==> src/design/psfc_pkg.sv <==
// Shared types and constants for the pressure sensor frame converter.
package psfc_pkg;

    typedef enum logic [2:0] {
        REG_FRAME_BYTES   = 3'd0,
        REG_GAUGE_MODE    = 3'd1,
        REG_ZERO_OFFSET   = 3'd2,
        REG_RAW_OFFSET    = 3'd3,
        REG_SCALE         = 3'd4,
        REG_BASE_PRESSURE = 3'd5,
        REG_LOW_LIMIT     = 3'd6,
        REG_HIGH_LIMIT    = 3'd7
    } reg_idx_t;

    localparam logic [2:0] STATUS_INVALID_LEN = 3'd4;

    localparam logic [2:0]  FRAME_BYTES_RST = 3'd2;
    localparam logic [31:0] SCALE_RST       = 32'd16777216;

    // Temperature: t = m + floor((m + 1023) / 2047) - 50.0 in Q16.16, m = raw * 6400.
    // The division by 2047 is a multiply by a rounded-up reciprocal of 2^35 / 2047.
    localparam logic [23:0] TEMP_ROUND  = 24'd1023;
    localparam logic [24:0] TEMP_RECIP  = 25'd16785413;
    localparam int          TEMP_SHIFT  = 35;
    localparam logic [25:0] TEMP_BIAS   = 26'd3276800;
    localparam logic signed [24:0] TEMP_MIN = -25'sd3276800;
    localparam logic signed [24:0] TEMP_MAX = 25'sd9830400;

    typedef struct packed {
        logic [2:0]         frame_bytes;
        logic               gauge_mode;
        logic [15:0]        zero_offset;
        logic [13:0]        raw_offset;
        logic signed [31:0] scale;
        logic signed [31:0] base_pressure;
        logic signed [31:0] low_limit;
        logic signed [31:0] high_limit;
    } cfg_t;

    // Decoded frame handed from the framer to the converter.
    typedef struct packed {
        logic [2:0]         status_code;
        logic [13:0]        raw_pressure;
        logic [10:0]        raw_temperature;
        logic signed [17:0] count_diff;   // adjusted raw minus raw_offset
        logic [23:0]        temp_lin;     // raw_temperature * 6400
    } frame_t;

    typedef struct packed {
        logic               within_limits;
        logic               above_limit;
        logic               below_limit;
        logic signed [24:0] temperature_value;
        logic signed [31:0] pressure_value;
        logic [10:0]        raw_temperature;
        logic [13:0]        raw_pressure;
        logic [2:0]         status_code;
    } result_t;

endpackage

==> src/design/psfc_regs.sv <==
// Configuration register file with an APB-style write/read port.
module psfc_regs (
    input  logic                aclk,
    input  logic                aresetn,
    input  logic                psel,
    input  logic                penable,
    input  logic                pwrite,
    input  logic [4:0]          paddr,
    input  logic [31:0]         pwdata,
    output logic [31:0]         prdata,
    output logic                pready,
    output psfc_pkg::cfg_t      cfg
);
    import psfc_pkg::*;

    cfg_t     cfg_reg;
    reg_idx_t idx;
    logic     wr_en;

    assign pready = 1'b1;
    assign idx    = reg_idx_t'(paddr[4:2]);
    assign wr_en  = psel && penable && pwrite && pready;
    assign cfg    = cfg_reg;

    always_ff @(posedge aclk) begin
        if (!aresetn) begin
            cfg_reg.frame_bytes   <= FRAME_BYTES_RST;
            cfg_reg.gauge_mode    <= 1'b0;
            cfg_reg.zero_offset   <= '0;
            cfg_reg.raw_offset    <= '0;
            cfg_reg.scale         <= SCALE_RST;
            cfg_reg.base_pressure <= '0;
            cfg_reg.low_limit     <= '0;
            cfg_reg.high_limit    <= '0;
        end else if (wr_en) begin
            unique case (idx)
                REG_FRAME_BYTES:   cfg_reg.frame_bytes   <= pwdata[2:0];
                REG_GAUGE_MODE:    cfg_reg.gauge_mode    <= pwdata[0];
                REG_ZERO_OFFSET:   cfg_reg.zero_offset   <= pwdata[15:0];
                REG_RAW_OFFSET:    cfg_reg.raw_offset    <= pwdata[13:0];
                REG_SCALE:         cfg_reg.scale         <= pwdata;
                REG_BASE_PRESSURE: cfg_reg.base_pressure <= pwdata;
                REG_LOW_LIMIT:     cfg_reg.low_limit     <= pwdata;
                REG_HIGH_LIMIT:    cfg_reg.high_limit    <= pwdata;
                default:           cfg_reg.frame_bytes   <= cfg_reg.frame_bytes;
            endcase
        end
    end

    always_comb begin
        unique case (idx)
            REG_FRAME_BYTES:   prdata = {29'd0, cfg_reg.frame_bytes};
            REG_GAUGE_MODE:    prdata = {31'd0, cfg_reg.gauge_mode};
            REG_ZERO_OFFSET:   prdata = {16'd0, cfg_reg.zero_offset};
            REG_RAW_OFFSET:    prdata = {18'd0, cfg_reg.raw_offset};
            REG_SCALE:         prdata = cfg_reg.scale;
            REG_BASE_PRESSURE: prdata = cfg_reg.base_pressure;
            REG_LOW_LIMIT:     prdata = cfg_reg.low_limit;
            REG_HIGH_LIMIT:    prdata = cfg_reg.high_limit;
            default:           prdata = '0;
        endcase
    end

endmodule

==> src/design/psfc_framer.sv <==
// Byte gathering, frame decode and raw count offsetting into the first pipeline register.
module psfc_framer (
    input  logic             aclk,
    input  logic             aresetn,
    input  psfc_pkg::cfg_t   cfg,
    input  logic             s_tvalid,
    output logic             s_tready,
    input  logic [7:0]       s_tdata,
    output logic             frm_valid,
    input  logic             frm_ready,
    output psfc_pkg::frame_t frm
);
    import psfc_pkg::*;

    logic [2:0]  byte_count_reg, byte_count_next;
    logic [31:0] shift_reg, shift_next;
    logic        valid_reg, valid_next;
    frame_t      frm_reg, frm_next;

    logic [2:0]  frame_len;
    logic        accept;
    logic        frame_done;
    logic [13:0] rawp;
    logic [10:0] rawt;
    logic [2:0]  status;
    logic [17:0] zero_sub;

    assign s_tready  = !valid_reg || frm_ready;
    assign accept    = s_tvalid && s_tready;
    assign frame_len = (cfg.frame_bytes == 3'd0) ? 3'd1 : cfg.frame_bytes;
    assign shift_next = {shift_reg[23:0], s_tdata};
    assign frame_done = ({1'b0, byte_count_reg} + 4'd1) >= {1'b0, frame_len};

    always_comb begin
        unique case (frame_len)
            3'd2: begin
                status = {1'b0, shift_next[15:14]};
                rawp   = shift_next[13:0];
                rawt   = '0;
            end
            3'd3: begin
                status = {1'b0, shift_next[23:22]};
                rawp   = shift_next[21:8];
                rawt   = {shift_next[7:0], 3'b000};
            end
            3'd4: begin
                status = {1'b0, shift_next[31:30]};
                rawp   = shift_next[29:16];
                rawt   = shift_next[15:5];
            end
            default: begin
                status = STATUS_INVALID_LEN;
                rawp   = '0;
                rawt   = '0;
            end
        endcase
    end

    assign zero_sub = cfg.gauge_mode ? {2'b00, cfg.zero_offset} : 18'd0;

    always_comb begin
        frm_next.status_code     = status;
        frm_next.raw_pressure    = rawp;
        frm_next.raw_temperature = rawt;
        frm_next.count_diff      = $signed({4'b0000, rawp} - zero_sub
                                           - {4'b0000, cfg.raw_offset});
        frm_next.temp_lin        = (24'(rawt) << 12) + (24'(rawt) << 11) + (24'(rawt) << 8);
    end

    always_comb begin
        byte_count_next = byte_count_reg;
        valid_next      = valid_reg;
        if (frm_ready) begin
            valid_next = 1'b0;
        end
        if (accept) begin
            byte_count_next = frame_done ? 3'd0 : byte_count_reg + 3'd1;
            if (frame_done) begin
                valid_next = 1'b1;
            end
        end
    end

    always_ff @(posedge aclk) begin
        if (!aresetn) begin
            byte_count_reg <= '0;
            shift_reg      <= '0;
            valid_reg      <= 1'b0;
        end else begin
            byte_count_reg <= byte_count_next;
            valid_reg      <= valid_next;
            if (accept) begin
                shift_reg <= shift_next;
            end
        end
    end

    always_ff @(posedge aclk) begin
        if (accept && frame_done) begin
            frm_reg <= frm_next;
        end
    end

    assign frm_valid = valid_reg;
    assign frm       = frm_reg;

endmodule

==> src/design/psfc_convert.sv <==
// Transfer function, temperature scaling and limit checks: product stage and result register.
module psfc_convert (
    input  logic              aclk,
    input  logic              aresetn,
    input  psfc_pkg::cfg_t    cfg,
    input  logic              frm_valid,
    output logic              frm_ready,
    input  psfc_pkg::frame_t  frm,
    output logic              res_valid,
    input  logic              res_ready,
    output psfc_pkg::result_t res
);
    import psfc_pkg::*;

    localparam logic signed [50:0] P_MAX = 51'sd2147483647;
    localparam logic signed [50:0] P_MIN = -51'sd2147483648;

    // Product stage
    logic               mul_valid_reg;
    frame_t             mul_frm_reg;
    logic signed [49:0] mul_prod_reg, mul_prod_next;
    logic [13:0]        mul_tq_reg, mul_tq_next;
    logic [48:0]        tq_wide;
    logic               mul_ready;

    // Result stage
    logic               res_valid_reg;
    result_t            res_reg, res_next;
    logic               out_ready;

    logic signed [50:0] acc;
    logic signed [50:0] p_wide;
    logic signed [31:0] p_sat;
    logic [25:0]        t_sum;
    logic               lim_ord;
    logic               in_fwd, in_rev;

    assign out_ready = !res_valid_reg || res_ready;
    assign mul_ready = !mul_valid_reg || out_ready;
    assign frm_ready = mul_ready;

    assign mul_prod_next = 50'(frm.count_diff) * 50'(cfg.scale);
    assign tq_wide       = 49'(frm.temp_lin + TEMP_ROUND) * 49'(TEMP_RECIP);
    assign mul_tq_next   = tq_wide[TEMP_SHIFT +: 14];

    always_ff @(posedge aclk) begin
        if (!aresetn) begin
            mul_valid_reg <= 1'b0;
            res_valid_reg <= 1'b0;
        end else begin
            if (mul_ready) begin
                mul_valid_reg <= frm_valid;
            end
            if (out_ready) begin
                res_valid_reg <= mul_valid_reg;
            end
        end
    end

    always_ff @(posedge aclk) begin
        if (mul_ready && frm_valid) begin
            mul_frm_reg  <= frm;
            mul_prod_reg <= mul_prod_next;
            mul_tq_reg   <= mul_tq_next;
        end
        if (out_ready && mul_valid_reg) begin
            res_reg <= res_next;
        end
    end

    // Round Q24 to Q16.16 with halves up, then clamp.
    assign acc    = (51'(cfg.base_pressure) <<< 8) + 51'(mul_prod_reg) + 51'sd128;
    assign p_wide = acc >>> 8;

    always_comb begin
        priority if (p_wide > P_MAX) begin
            p_sat = P_MAX[31:0];
        end else if (p_wide < P_MIN) begin
            p_sat = P_MIN[31:0];
        end else begin
            p_sat = p_wide[31:0];
        end
    end

    assign t_sum   = 26'(mul_frm_reg.temp_lin) + 26'(mul_tq_reg) - TEMP_BIAS;
    assign lim_ord = cfg.low_limit <= cfg.high_limit;
    assign in_fwd  = (p_sat >= cfg.low_limit) && (p_sat <= cfg.high_limit);
    assign in_rev  = (p_sat >= cfg.high_limit) && (p_sat <= cfg.low_limit);

    always_comb begin
        res_next.status_code       = mul_frm_reg.status_code;
        res_next.raw_pressure      = mul_frm_reg.raw_pressure;
        res_next.raw_temperature   = mul_frm_reg.raw_temperature;
        res_next.pressure_value    = p_sat;
        res_next.temperature_value = $signed(t_sum[24:0]);
        res_next.below_limit       = p_sat < cfg.low_limit;
        res_next.above_limit       = p_sat > cfg.high_limit;
        res_next.within_limits     = lim_ord ? in_fwd : in_rev;
    end

    assign res_valid = res_valid_reg;
    assign res       = res_reg;

endmodule

==> src/design/pressure_sensor_frame_converter.sv <==
// Top level of the pressure sensor frame converter.
// Sensor bytes enter on the s_ stream, one byte per cycle while s_tready is high, most
// significant byte first, and are gathered into frames of frame_bytes bytes (2, 3 or 4; 0
// acts as 1, and any other length gives status 4 with zero raw fields). Each completed frame
// produces one result on the m_ stream after passing a decode register, a product register
// holding the 18x32 pressure multiply and the temperature reciprocal multiply, and the
// result register where rounding, saturation and the limit compares finish. Every stage
// advances on its own, so a byte is taken in every cycle while a result waits, until all
// three stages hold a frame. Configure through the APB port only while no frame is in flight.
module pressure_sensor_frame_converter (
    input  logic        aclk,
    input  logic        aresetn,
    input  logic        s_tvalid,
    output logic        s_tready,
    input  logic [7:0]  s_tdata,   // [7:0] data_byte
    output logic        m_tvalid,
    input  logic        m_tready,
    // [2:0] status_code, [16:3] raw_pressure, [27:17] raw_temperature,
    // [59:28] pressure_value, [84:60] temperature_value, [85] below_limit,
    // [86] above_limit, [87] within_limits
    output logic [87:0] m_tdata,
    input  logic        psel,
    input  logic        penable,
    input  logic        pwrite,
    input  logic [4:0]  paddr,
    input  logic [31:0] pwdata,
    output logic [31:0] prdata,
    output logic        pready
);
    import psfc_pkg::*;

    cfg_t    cfg;
    frame_t  frm;
    logic    frm_valid;
    logic    frm_ready;
    result_t res;

    psfc_regs u_regs (
        .aclk    (aclk),
        .aresetn (aresetn),
        .psel    (psel),
        .penable (penable),
        .pwrite  (pwrite),
        .paddr   (paddr),
        .pwdata  (pwdata),
        .prdata  (prdata),
        .pready  (pready),
        .cfg     (cfg)
    );

    psfc_framer u_framer (
        .aclk      (aclk),
        .aresetn   (aresetn),
        .cfg       (cfg),
        .s_tvalid  (s_tvalid),
        .s_tready  (s_tready),
        .s_tdata   (s_tdata),
        .frm_valid (frm_valid),
        .frm_ready (frm_ready),
        .frm       (frm)
    );

    psfc_convert u_convert (
        .aclk      (aclk),
        .aresetn   (aresetn),
        .cfg       (cfg),
        .frm_valid (frm_valid),
        .frm_ready (frm_ready),
        .frm       (frm),
        .res_valid (m_tvalid),
        .res_ready (m_tready),
        .res       (res)
    );

    assign m_tdata = res;

    // An empty result register means the whole pipeline can take a byte.
    a_ready_when_empty: assert property (@(posedge aclk) disable iff (!aresetn)
        !m_tvalid |-> s_tready)
        else $error("input stalled with empty result register");

    a_invalid_len_zero_raw: assert property (@(posedge aclk) disable iff (!aresetn)
        m_tvalid && (res.status_code == STATUS_INVALID_LEN)
            |-> (res.raw_pressure == '0) && (res.raw_temperature == '0))
        else $error("invalid-length frame carries raw data");

    a_temp_range: assert property (@(posedge aclk) disable iff (!aresetn)
        m_tvalid |-> (res.temperature_value >= TEMP_MIN) && (res.temperature_value <= TEMP_MAX))
        else $error("temperature out of range");

    a_below_above: assert property (@(posedge aclk) disable iff (!aresetn)
        m_tvalid && (cfg.low_limit <= cfg.high_limit)
            |-> !(res.within_limits && (res.below_limit || res.above_limit)))
        else $error("limit flags disagree");

endmodule

==> config.mk <==
export PLATFORM = sky130hd
export DESIGN_NAME = pressure_sensor_frame_converter
export DESIGN_NICKNAME = d
export VERILOG_FILES = /design/src/design/psfc_pkg.sv /design/src/design/psfc_regs.sv /design/src/design/psfc_framer.sv /design/src/design/psfc_convert.sv /design/src/design/pressure_sensor_frame_converter.sv
export SDC_FILE = /design/constraint.sdc
export NUM_CORES = 2
export LEC_CHECK = 0
export ABC_AREA = 1
export BUFFER_PORTS_ARGS = -buffer_cell sky130_fd_sc_hd__buf_2
export CORE_MARGIN = 3
export CORE_UTILIZATION = 55
export CTS_CLUSTER_DIAMETER = 50
export CTS_CLUSTER_SIZE = 8
export DETAILED_ROUTE_END_ITERATION = 8
export PLACE_DENSITY = 0.72
export SYNTH_ARGS = -nofsm -noshare
export SYNTH_HDL_FRONTEND = slang
export SYNTH_SLANG_ARGS = --single-unit
==> constraint.sdc <==
create_clock -name aclk -period 7.46 [get_ports aclk]
set_clock_uncertainty 0.1 [all_clocks]
set_input_delay 0.373 -clock aclk [delete_from_list [all_inputs] [get_ports aclk]]
set_output_delay 0.373 -clock aclk [all_outputs]
set_load 0.01 [all_outputs]
Word level (Yosys, flattened, before mapping)
Cells that the tools add are included.
{ "op_classes": {"addsub": 11, "n_eq_ne": 10, "reduce_logical": 24, "muxes": 13, "multipliers": 2, "n_lt_le_gt_ge": 10} }
{ "ops": {"columns": ["operator", "count"], "rows": [
  ["$pmux W32 S8", 1],
  ["$le A32 B32 Y1", 3],
  ["$ge A32 B32 Y1", 2],
  ["$mux W32", 2],
  ["$add A40 B50 Y51", 1],
  ["$add A51 B9 Y51 const B", 1],
  ["$mul A18 B32 Y50", 1],
  ["$mul A49 B25 Y49 const B", 1],
  ["$gt A43 B32 Y1 const B", 1],
  ["$lt A43 B32 Y1 const B", 1],
  ["$pmux W14 S3", 1],
  ["$gt A32 B32 Y1", 1],
  ["$lt A32 B32 Y1", 1],
  ["$add A24 B10 Y25 const B", 1],
  ["$add A24 B14 Y25", 1],
  ["$sub A25 B22 Y25 const B", 1],
  ["$add A23 B22 Y24", 1],
  ["$add A24 B19 Y24", 1],
  ["$pmux W11 S2", 1],
  ["$sub A14 B18 Y18", 1],
  ["$sub A18 B14 Y18", 1],
  ["$mux W16", 1],
  ["$reduce_and A2 Y1", 8],
  ["$eq A3 B3 Y1 const B", 5],
  ["12 further kinds", 31]
]} }
{ "word_totals": {"elab_cells": 102, "out_inout_bits": 123, "input_bits": 52, "register_bits": 466} }

Logic depth before layout (Yosys ltp)
{ "logic_depth": {"word_depth": 8, "ltp_mapped": 34, "depth_no_buf": 33} }

By module
A second synthesis with hierarchy kept.
{ "unflattened": {"cells_unflattened": 6271, "hier_area_um2": 49972.9} }
{ "by_module_without_submodules": {"columns": ["module", "seq_area_each_um2", "area_each_um2", "n_inst", "cells_per_inst"], "rows": [
  ["psfc_convert", 5955.7, 37307.0, 1, 4647],
  ["psfc_regs", 3243.1, 7203.2, 1, 1023],
  ["psfc_framer", 2332.2, 5462.7, 1, 601]
]} }

Worst setup path after synthesis
No wires, ideal clock.
{ "synth_path": {"path_type": "register to register", "from": "reg u_regs.cfg_reg, in the netlist u_regs.cfg[103]", "to": "reg u_convert.mul_prod_reg[46], data pin", "t_arrival_ps": 5709, "path_slack_ps": 1390, "setup_time_ps": 261, "required_ps": 7099, "synth_period_minus_slack_ps": 6070, "n_path_buf": 2, "path_stages_with_launch": 27, "path_cell_list": "dfxtp_1 > clkbuf_1 > clkbuf_1 > nand2_1 > fa_1 > inv_1 > fa_1 > inv_1 > fa_1 > inv_1 > fa_1 > inv_1 > fa_1 > inv_1 > fa_1 > ha_1 > a21oi_1 > o21ai_0 > a21oi_1 > nand2_1 > a21oi_1 > inv_1 > nand3_1 > nand3_1 > nand3_1 > nand2_1 > xor2_1"} }
{ "synth_between": {"elab_chain_cells": 1} }
{ "synth_rtl": {"columns": ["element", "line_no", "source"], "rows": [
  ["from (decl)", "psfc_regs.sv:16", "cfg_t cfg_reg;"],
  ["$mul A18 B32 Y50", "psfc_convert.sv:42", "assign mul_prod_next = 50'(frm.count_diff) * 50'(cfg.scale);"],
  ["named net u_convert.mul_prod_next[46]", "psfc_convert.sv:21", "logic signed [49:0] mul_prod_reg, mul_prod_next;"],
  ["to (signal assigned)", "psfc_convert.sv:63", "mul_prod_reg <= mul_prod_next;"],
  ["to (decl)", "psfc_convert.sv:21", null]
]} }
The timed path passes the listed nets, and every way through them passes these cells.
A chain may end at the register's enable or synchronous reset.

Final worst setup path
{ "layout_path": {"from": "reg u_framer.frm_reg, in the netlist u_framer.frm[30]", "to": "reg u_convert.mul_prod_reg[47], data pin"} }
{ "layout_between": {"elab_chain_cells": 1} }
{ "layout_rtl": {"columns": ["element", "line_no", "source"], "rows": [
  ["from (decl)", "psfc_framer.sv:18", "frame_t frm_reg, frm_next;"],
  ["from (signal assigned)", "psfc_framer.sv:100", "frm_reg <= frm_next;"],
  ["$mul A18 B32 Y50", "psfc_convert.sv:42", null],
  ["named net u_convert.mul_prod_next[47]", "psfc_convert.sv:21", null]
]} }
The timed path passes the listed nets, and every way through them passes these cells.

==> impl_metrics.csv <==
group,metric,value,unit
finish,fillers,7474,
synth,synth_area_per_cell,8.23,um2
setup_path,reg2reg_from,"u_framer.frm[30]",
synth,synth_xor_area_frac,0.0241,
finish,design_area,51000,um2
power,pwr-share-seq,0.315,
power,leakage,0.0257,uW
clock_tree,numCtsBuffers,71,
synth,yosys_warnings,0,
placed_design,place_hpwl,112000,um
finish,largest_reg_flops,162,
timing,finalSetupViolations,0,
timing,fmax,0.144,GHz
floorplan,rows,106,
power,swShare,0.370,
clock_tree,htreeDepth,3,
floorplan,start_util,0.556,
power,power.switching,3360,uW
clock_tree,post_cts_buffers,0,
clock_tree,root_buffer,"clkbuf_16",
synth,synth_compound_area_frac,0.0987,
synth,syn_inst,5657,
clock_tree,clk_pin_slew,50,ps
timing,finalHoldViolCount,0,
routing,drtIter0Drc,3073,
setup_path,setup.worst_path.end,"u_convert.mul_prod_reg[47]",
setup_path,crit_arrival,7300,ps
grt,grtUsageTotal,0.314,
timing,finalMaxSlewViolations,0,
setup_path,reg2reg_to,"u_convert.mul_prod_reg[47]",
routing,wire_per_inst,19.5,um
routing,drc,0,
clock_tree,clock_latency,630,ps
setup_path,setup.worst_path.end_class,"register",
grt,gr-total-overflow,0,
setup_path,ff2ff_path_depth,22,
setup_path,crit_type,"reg -> reg",
synth,synth_mux_area_frac,0,
power,vdd_drop_max,0.167,mV
synth,synth-edff-count,245,
synth,synth_top_family_by_area,"adder cells",
finish,regArea,11200,um2
setup_path,crit_start,"u_framer.frm[30]",
min_path,hold_class,"in -> reg",
placed_design,gp_congestion,1.01,
setup_path,critPathLaunchType,"register",
placed_design,port-buffer-count,171,
timing,rsz0062_at_grt,"false",
setup_path,cp_max_fo,19,
routing,ant_nets,0,
floorplan,core,83800,um2
finish,synthToLayoutAreaGrowth,9.45,%
routing,vias,38400,
timing,final.setup.tns,0,ps
routing,wl,136000,um
synth,ys_ff_latch,437,
routing,first_pass_iters,6,
setup_path,crit_required,7800,ps
synth,synthArstFlopShare,0,
power,finalPower,9100,uW
outcome,outcome,"finished clean",
clock_tree,clockBufferDepth,3,
grt,grt_pass1_wl,217000,um
synth,synthAdderAreaFrac,0.361,
finish,stdcell_count,6986,
clock_tree,clock-sinks,437,
routing,via_per_inst,5.49,
grt,antenna_found_initial,9,
grt,grt_pass1_vias,38600,
power,p_int,5730,uW
placed_design,placed_cell_area,48700,um2
synth,syn_area,46600,um2
floorplan,dieArea,88200,um2
synth,synthSimpleGateAreaFrac,0.160,
timing,tightest_slew,1110,ps
floorplan,fp.dieW,297,um
timing,timing.slew.headroom,0.257,
power,combinationalPowerShare,0.352,
setup_path,cp_cell_sequence,"buf_4 > nand2_1 > fa_1 > inv_1 > fa_1 > inv_1 > fa_1 > inv_1 > fa_1 > fa_1 > fa_1 > ha_1 > nand2_1 > nor2_1 > inv_1 > nor2_1 > and3_1 > a21oi_1 > o21ai_0 > nand4_1 > nand2_1 > xor2_1",
grt,grt_max_degree,71,
floorplan,ios,175,
placed_design,dp.cells,6847,
timing,period_share,0.934,
setup_path,cp_slowest_stage_delay,730,ps
setup_path,crit_path_frequent_cell,"fa_1",
synth,synthFlopType,"edfxtp_1",
finish,post-route-util,0.608,
setup_path,slowest_stage,"edfxtp_1",
run,drv_cap,0,
setup_path,reg2reg_slack,490,ps
finish,drive_gt1_frac,0.0692,
power,power_density,178,nW/um2
floorplan,die_y,297,um
synth,synthesis.nets,6700,
timing,finalCriticalPeriod,6970,ps
synth,yosysSeqAreaShare,0.240,
finish,multi_input_area,30000,um2
synth,yosysUniqueCellTypes,57,
finish,final_nets,6839,
power,pwr-share-clk,0.332,
clock_tree,cts_tree,"done",
## cell usage in the layout, fill, tap and decap left out, drive strengths merged, types with 39 or more instances in the layout
cell	synthesis	layout
xnor2	41	41
inv	1224	1226
dfxtp	192	192
ha	402	402
nor3	39	39
nand3	90	90
nand4	45	45
o21ai	278	278
edfxtp	245	245
a21oi	341	341
nand2	1330	1330
clkbuf	177	109
buf	20	253
xor2	87	87
nor2	337	337
fa	589	589
## through the flow
stage               hold slack, ps  setup slack [ps]
floorplan                      300              1390
global placement               300               661
detailed placement             305               595
CTS                          0.854               579
global route                  48.2               154
finish                        27.6               494
## worst min path at each step
| stage | start | endpoint | depth (start not counted) |
|---|---|---|---|
| after global routing | s_tdata[7] | u_framer.shift_reg[7] | 3 |
| after detailed placement | u_framer.frm[51] | u_convert.mul_frm_reg[51] | 0 |
| final | s_tdata[6] | u_framer.shift_reg[6] | 3 |
| after global placement | u_convert.mul_tq_reg[1] | u_convert.res[61] | 0 |
| after floorplan | u_framer.frm[45] | u_convert.mul_frm_reg[45] | 0 |
| after CTS | s_tdata[6] | u_framer.shift_reg[6] | 3 |
## logic make-up after synthesis
group / count (synthesis)
AND/OR/NAND/NOR: 1862
flip-flops: 437
other: 1
XOR/XNOR: 128
AO/OA/AOI/OAI: 814
adder cells (fa/ha/maj): 991
buffers and inverters: 1424
## worst max-delay path, delay by kind of cell, from the launching register on
family / cells / cell delay, ps
simple gates: 7 / 940
xor+xnor: 1 / 170
flops: 1 / 730
buf+inv: 5 / 590
compound gates: 2 / 710
fa+ha+maj: 7 / 3510
## per-layer routing
metal / track usage / share of wire
met5: 0 / 0.00042
met4: 0.0896 / 0.027
met3: 0.0522 / 0.091
met2: 0.496 / 0.45
met1: 0.448 / 0.43
## area by class of cell
type / instances / area share
Multi-Input combinational cell: 3796 / 0.589
Sequential cell: 437 / 0.220
Inverter: 1227 / 0.0904
Clock buffer: 109 / 0.0387
Timing Repair Buffer: 263 / 0.0309
Tap cell: 1134 / 0.0278
Clock inverter: 17 / 0.00371
Antenna cell: 3 / 0.000147
## timing repair
action	4_1_cts	5_1_grt
resized for setup	0	0
hold buffers	10	0
endpoints found under the hold margin	10	0
endpoints found under the setup margin	0	0
## cells in the mapped netlist (41+ instances only)
| cell type | count | area share |
|---|---|---|
| dfxtp_1 | 192 | 0.083 |
| clkbuf_1 | 177 | 0.014 |
| fa_1 | 589 | 0.25 |
| ha_1 | 402 | 0.11 |
| a21oi_1 | 340 | 0.037 |
| nand4_1 | 45 | 0.0060 |
| nand2_1 | 1325 | 0.11 |
| xnor2_1 | 41 | 0.0077 |
| xor2_1 | 87 | 0.016 |
| nand3_1 | 86 | 0.0092 |
| o21ai_0 | 272 | 0.029 |
| nor2_1 | 320 | 0.026 |
| inv_1 | 1206 | 0.097 |
| edfxtp_1 | 245 | 0.16 |
## power by group through the flow
stage | registers [uW] | logic, uW | clock network (uW)
2_1_floorplan | 2850 | 2240 | 0
3_3_place_gp | 2910 | 3110 | 0
3_5_place_dp | 2910 | 3140 | 0
4_1_cts | 2870 | 3180 | 3060
5_1_grt | 2880 | 3610 | 3160
6_report | 2870 | 3210 | 3020
Power figures use the tool's default switching activity.
